[src/design/omni_wheel_speed_mixer_defines.svh]
// Assertion macros for the omni wheel speed mixer
`ifndef OMNI_WHEEL_SPEED_MIXER_DEFINES_SVH
`define OMNI_WHEEL_SPEED_MIXER_DEFINES_SVH

// property that holds on every clock edge outside reset
`define OWM_ASSERT(label, prop, msg) \
	label: assert property (@(posedge clk) disable iff (!arst_n) (prop)) \
		else $error(msg);

// implication whose consequent is checked in the cycle after the antecedent
`define OWM_ASSERT_NEXT(label, ante, cons, msg) \
	label: assert property (@(posedge clk) disable iff (!arst_n) (ante) |=> (cons)) \
		else $error(msg);

`endif

[src/design/owm_pkg.sv]
`timescale 1ns / 1ps
package owm_pkg;
	localparam int NumWheels = 4;
	localparam int CordicSteps = 13;
	localparam int CordicStart = 9949;
	localparam int FullTurn = 23040;
	localparam int HalfTurn = 180 * 64;
	localparam int QuarterTurn = HalfTurn / 2;
	localparam int CfgIdxW = 3;
	localparam int CfgDataW = 16;

	typedef enum logic [CfgIdxW-1:0] {
		REG_ANGLE_ONE   = 3'd0,
		REG_ANGLE_TWO   = 3'd1,
		REG_ANGLE_THREE = 3'd2,
		REG_ANGLE_FOUR  = 3'd3,
		REG_DRIVE_GAIN  = 3'd4,
		REG_TURN_ARM    = 3'd5
	} reg_idx_t;

	typedef struct packed {
		logic signed [15:0] speed_a;
		logic signed [15:0] heading_a;
		logic signed [15:0] speed_b;
		logic signed [15:0] heading_b;
		logic signed [15:0] turn_rate;
	} in_word_t;

	typedef struct packed {
		logic signed [15:0] drive_one;
		logic signed [15:0] drive_two;
		logic signed [15:0] drive_three;
		logic signed [15:0] drive_four;
	} out_word_t;

	// atan(2^-i) in 1/64 degree
	function automatic logic [11:0] step_angle(input int i);
		logic [11:0] t;
		case (i)
			0: t = 12'd2880;
			1: t = 12'd1700;
			2: t = 12'd898;
			3: t = 12'd456;
			4: t = 12'd229;
			5: t = 12'd115;
			6: t = 12'd57;
			7: t = 12'd29;
			8: t = 12'd14;
			9: t = 12'd7;
			10: t = 12'd4;
			11: t = 12'd2;
			12: t = 12'd1;
			default: t = 12'd0;
		endcase
		return t;
	endfunction
endpackage

[src/design/owm_cordic.sv]
`timescale 1ns / 1ps
// Pipelined cosine: angle in 1/64 degree (reduced to +-90 deg) in, Q1.14 out.
// Input stage followed by the rotation stages; advances only when en is high.
module owm_cordic (
	input  logic               clk,
	input  logic               en,
	input  logic signed [14:0] angle,
	input  logic               neg,
	output logic signed [15:0] cos_val
);
	import owm_pkg::*;

	logic signed [15:0] x_q [CordicSteps+1];
	logic signed [15:0] y_q [CordicSteps+1];
	logic signed [14:0] z_q [CordicSteps+1];
	logic               n_q [CordicSteps+1];

	// input stage
	always_ff @(posedge clk) begin
		if (en) begin
			x_q[0] <= 16'(CordicStart);
			y_q[0] <= '0;
			z_q[0] <= angle;
			n_q[0] <= neg;
		end
	end

	// one rotation per stage
	for (genvar i = 0; i < CordicSteps; i++) begin : g_step
		always_ff @(posedge clk) begin
			if (en) begin
				if (!z_q[i][14]) begin
					x_q[i+1] <= x_q[i] - (y_q[i] >>> i);
					y_q[i+1] <= y_q[i] + (x_q[i] >>> i);
					z_q[i+1] <= z_q[i] - $signed({3'b0, step_angle(i)});
				end else begin
					x_q[i+1] <= x_q[i] + (y_q[i] >>> i);
					y_q[i+1] <= y_q[i] - (x_q[i] >>> i);
					z_q[i+1] <= z_q[i] + $signed({3'b0, step_angle(i)});
				end
				n_q[i+1] <= n_q[i];
			end
		end
	end

	assign cos_val = n_q[CordicSteps] ? -x_q[CordicSteps] : x_q[CordicSteps];
endmodule

[config.mk]
export PLATFORM = sky130hd
export DESIGN_NAME = owm_cordic
export DESIGN_NICKNAME = d
export VERILOG_FILES = /design/src/design/omni_wheel_speed_mixer_defines.svh /design/src/design/owm_pkg.sv /design/src/design/owm_cordic.sv
export SDC_FILE = /design/constraint.sdc
export NUM_CORES = 1
export LEC_CHECK = 0
export BUFFER_PORTS_ARGS = -buffer_cell sky130_fd_sc_hd__buf_2
export CORE_UTILIZATION = 30
export CTS_CLUSTER_SIZE = 25
export DETAILED_ROUTE_END_ITERATION = 16
export PLACE_DENSITY = 0.54
export SLEW_MARGIN = 25
export SYNTH_ARGS = -nofsm -noshare
export SYNTH_HDL_FRONTEND = slang
export SYNTH_SLANG_ARGS = --single-unit
[constraint.sdc]
create_clock -name clk -period 9.69 [get_ports clk]
set_clock_uncertainty 0.2 [all_clocks]
set_input_delay 0.969 -clock clk [delete_from_list [all_inputs] [get_ports clk]]
set_output_delay 0.969 -clock clk [all_outputs]
set_load 0.02 [all_outputs]
== Yosys cells after proc, flatten, opt, wreduce, memory -nomap -nowiden ==
Memory sizes are Yosys's and may differ from the RTL's.
Cells that the tools add are included.

* Memory bits (read-only): 0
* Output and inout port bits: 16
* Input port bits: 18
* RAM bits: 672
* Memories: 4
* Flip-flop bits (word level): 0
* Latch bits: 0
* Logic and storage cells: 241

{| class="wikitable"
|+ Memories
! name !! depth !! width !! rd ports !! clocked after memory_dff !! wr ports !! line !! text
|-
| x_q || 14 || 16 || 14 || 0 || 14 || owm_cordic.sv:13 || <nowiki>logic signed [15:0] x_q [CordicSteps+1];</nowiki>
|-
| y_q || 14 || 16 || 13 || 0 || 14 || owm_cordic.sv:14 || <nowiki>logic signed [15:0] y_q [CordicSteps+1];</nowiki>
|-
| z_q || 14 || 15 || 13 || 0 || 14 || owm_cordic.sv:15 || <nowiki>logic signed [14:0] z_q [CordicSteps+1];</nowiki>
|-
| n_q || 14 || 1 || 14 || 0 || 14 || owm_cordic.sv:16 || <nowiki>logic n_q [CordicSteps+1];</nowiki>
|}

* Div/mod/pow operators: 0
* Equal/unequal tests: 0
* Order comparisons: 0
* Bitwise logic cells: 39
* Add/subtract/negate cells: 78
* Multipliers: 0
* Reductions and logical operators: 0
* Multiplexer cells: 120
* Shift-type cells: 0

{| class="wikitable"
|+ Operators with widths
! kind !! number
|-
| $mux W16 || 27
|-
| $mux W15 || 13
|-
| $mux W1 || 80
|-
| $or A1 B1 Y1 || 39
|-
| $add A16 B10 Y16 || 2
|-
| $add A16 B11 Y16 || 2
|-
| $add A16 B12 Y16 || 2
|-
| $add A16 B13 Y16 || 2
|-
| $add A16 B14 Y16 || 2
|-
| $add A16 B15 Y16 || 2
|-
| $add A16 B4 Y16 || 2
|-
| $add A16 B5 Y16 || 2
|-
| $add A16 B6 Y16 || 2
|-
| $add A16 B7 Y16 || 2
|-
| $add A16 B8 Y16 || 2
|-
| $add A16 B9 Y16 || 2
|-
| $sub A16 B10 Y16 || 2
|-
| $sub A16 B11 Y16 || 2
|-
| $sub A16 B12 Y16 || 2
|-
| $sub A16 B13 Y16 || 2
|-
| $sub A16 B14 Y16 || 2
|-
| $sub A16 B15 Y16 || 2
|-
| $sub A16 B16 Y16 || 2
|-
| $sub A16 B4 Y16 || 2
|-
| 31 further kinds || 38
|}

== Logic depth before layout (Yosys ltp) ==
* Depth in word-level cells: 4
* Gate-level depth with buffers: 17
* Mapped depth without buffers: 16

== Worst setup path before layout ==
OpenSTA, ideal clock, no wires.

* Path type: input to register
* Start point: in en
* End point: mem y_q[8][14] (data pin)
* Stages on the path: 15
* Setup time: 0.258 ns
* Slack: 4.554 ns
* Data required time: 9.232 ns
* Path buffers: 3
* Arrival time: 4.679 ns
* Cells stage by stage: clkbuf_1 > nand2_1 > inv_1 > buf_1 > clkbuf_1 > mux2i_1 > fa_1 > a211o_1 > a21oi_1 > o31ai_1 > a41o_1 > or4_1 > a31o_2 > a21oi_1 > xnor2_1

{| class="wikitable"
|+ RTL lines
! item !! line !! text
|-
| start, declared || owm_cordic.sv:6 || <nowiki>input logic en,</nowiki>
|-
| end, declared || owm_cordic.sv:14 ||
|}

==> impl_metrics.ini <==
[global_routing]
track_usage_pct = 13.0
antenna_found_initial = 0
grt_start_max_net_pins = 68
grt_pass1_vias = 28000
grt_pass1_wl_um = 148000
globalRoute.totalOverflow = 0

[critical_path]
required_ps = 9870
r2r-start = z_q[1][44]$_DFFE_PP_
crit_start = en
worstSetupEndpointType = flip-flop
crit_arrival_ps = 5220
path_max_fanout = 49
crit_type = primary input to flip-flop
start_kind = primary input

[route]
post_drt_via_cell_ratio = 4.90
routedWlPerCell_um = 15.5
drt_iter0_drc = 1923
postRouteAntennaNets = 0
drc_errors = 0
wl_um = 91800
drtPass1Iterations = 5
vias = 29000

[sta]
relSlewSlack_pct = 41.1
slew_violations = 0
fmax_mhz = 199
min_period_over_period_pct = 51.9
rsz0062_at_grt = no
hold_violations = 0
finalSetupViolCount = 0
fin_crit_ps = 5030
final.setup.tns_ps = 0
tightest_slew_ps = 882
finalHoldWorstSlack_ps = 208

[yosys]
synth_flop_cell = edfxtp_1
synth.area.top_cells = edfxtp_1, ha_1, xnor2_1
ys_warn_count = 0
syn_avg_cell_area_um2 = 10.3
synthArstFlopShare_pct = 0
synth_edf_count = 545
synth_area_leader_cell = edfxtp_1
syn_area_um2 = 41400
ys_types = 72
ys_ff_latch = 545
synth_top_cell_area_share_pct = 39.5
synthCells = 4018
synth.yosys.seq_area_share_pct = 39.5

[clock_network]
postCtsSetupBuffers = 0
cts.sinks = 545
htreeDepth = 3
cts_buffers = 69
clock_path_buffers = 3
clk_pin_slew_worst_paths_ps = 60
cts_tree = built
ctsResizeCount = 0
clk-insertion-delay-late_ps = 640
hold_buffers = 0
root_buffer = clkbuf_16

[die]
ios = 34
coreArea_um2 = 136000
start_util_pct = 30.4
die_y_um = 374
placementRows = 135
fp.dieArea_um2 = 140000
die_w_um = 374

[layout]
final_nets = 4669
area_growth_pct = 11.4
layout-drive-gt1-share_pct = 4.88
antenna_cells = 0
final_cells = 5918

[placement]
routabilityCongestion = 0.848
port_buffers = 33
dpl.cell_count = 5792
place_hpwl_um = 71300

[run]
drv_cap = 0

[run_status]
status = finished, final reports clean

[hold_path]
min_from = z_q[0][5]$_DFFE_PP_
worstHoldPathType = flip-flop to flip-flop
registers in the layout (all words and copies together) (netlist names):
name and count:
y_q 163, n_q 14, z_q 179, x_q 189
through the flow:
step / setup slack, ps / cell area, um2 / utilization [%]
after floorplan: 4550 / 41400 / -
after global placement: 3980 / 43700 / 32.1
after detailed placement: 3940 / 43700 / 32.1
after CTS: 4650 / 46100 / 33.8
after global routing: 4300 / 46100 / 33.8
final: 4660 / 46100 / 33.8
cell families (layout without fill, tap and decap cells):
kind of cell / after synthesis / after routing / share of synthesized area [%]
flip-flops: 545 / 545 / 39.5
AO/OA/AOI/OAI: 1135 / 1135 / 17.4
buffers and inverters: 289 / 407 / 2.66
XOR/XNOR: 549 / 549 / 11.7
multiplexers: 32 / 32 / 0.818
adder cells (fa/ha/maj): 569 / 569 / 17.8
other: 1 / 2 / 0.00905
AND/OR/NAND/NOR: 898 / 898 / 10.2
worst paths after layout:
path / to / slack (ps) / depth (start not counted)
hold reg to reg: z_q[0][20]$_DFFE_PP_ / 210 / 0
hold / removal: z_q[0][20]$_DFFE_PP_ / 210 / 0
setup reg to reg: y_q[11][15]$_DFFE_PP_ / 5060 / 14
setup / recovery: x_q[12][15]$_DFFE_PP_ / 4660 / 15
Yosys cell counts, types with 21 or more instances:
master and number:
a211oi_1 23, a21o_1 158, a21oi_1 406, a31oi_1 26
and3_1 21, clkbuf_1 49, edfxtp_1 545, fa_1 33
ha_1 536, inv_1 228, nand2_1 237, nand2b_1 61
nand3_1 55, nand4_1 25, nor2_1 278, nor2b_1 48
nor3_1 77, o21a_1 59, o21ai_0 198, o21bai_1 61
o31ai_1 41, or3_1 27, xnor2_1 397, xor2_1 151
worst max-delay path, stage by stage:
cell and delay, ps:
buf_8 320, buf_4 450, buf_4 610, nand2_1 100, buf_4 300, o21ai_0 370, ha_1 310, a21oi_1 190
o21ai_0 110, a21oi_1 210, o21ai_0 180, a21oi_1 290, o311ai_0 220, o41ai_1 370, xnor2_1 120
cell type report:
cell class	count	area, um2
Timing Repair Buffer	53	325
Clock buffer	84	1870
Tap cell	1781	2230
Clock inverter	42	519
Fill cell	13600	90200
Multi-Input combinational cell	3185	24000
Inverter	228	856
Sequential cell	545	16400
cells in the final DEF, fill, tap and decap left out, types with 12 or more instances in the layout:
| master | synthesis | final |
|---|---|---|
| edfxtp_1 | 545 | 545 |
| ha_1 | 536 | 536 |
| a21oi_1 | 406 | 406 |
| xnor2_1 | 397 | 397 |
| nor2_1 | 278 | 278 |
| nand2_1 | 237 | 237 |
| inv_1 | 228 | 228 |
| o21ai_0 | 198 | 198 |
| a21o_1 | 158 | 158 |
| xor2_1 | 151 | 151 |
| nor3_1 | 77 | 76 |
| clkbuf_16 | 0 | 73 |
| nand2b_1 | 61 | 61 |
| o21bai_1 | 61 | 61 |
| o21a_1 | 59 | 59 |
| nand3_1 | 55 | 55 |
| nor2b_1 | 48 | 48 |
| o31ai_1 | 41 | 41 |
| fa_1 | 33 | 33 |
| buf_2 | 0 | 32 |
| or3_1 | 27 | 27 |
| a31oi_1 | 26 | 26 |
| nand4_1 | 25 | 25 |
| a211oi_1 | 23 | 23 |
| and3_1 | 21 | 21 |
| mux2i_1 | 20 | 20 |
| o211ai_1 | 20 | 20 |
| buf_4 | 2 | 20 |
| a21boi_0 | 15 | 15 |
| a31o_2 | 14 | 14 |
| clkinv_1 | 0 | 14 |
| nor4_1 | 13 | 13 |
| o41ai_1 | 13 | 13 |
| or2_2 | 12 | 12 |
per-layer routing:
metal	GRT usage, %	routed length, um
met3	2.11	3580
met4	3.77	2170
met2	21.1	41400
met5	0	0
met1	17.6	44700
Power is not shown: default switching activity piles up to over one toggle a cycle in this logic, so the estimate is an artifact.
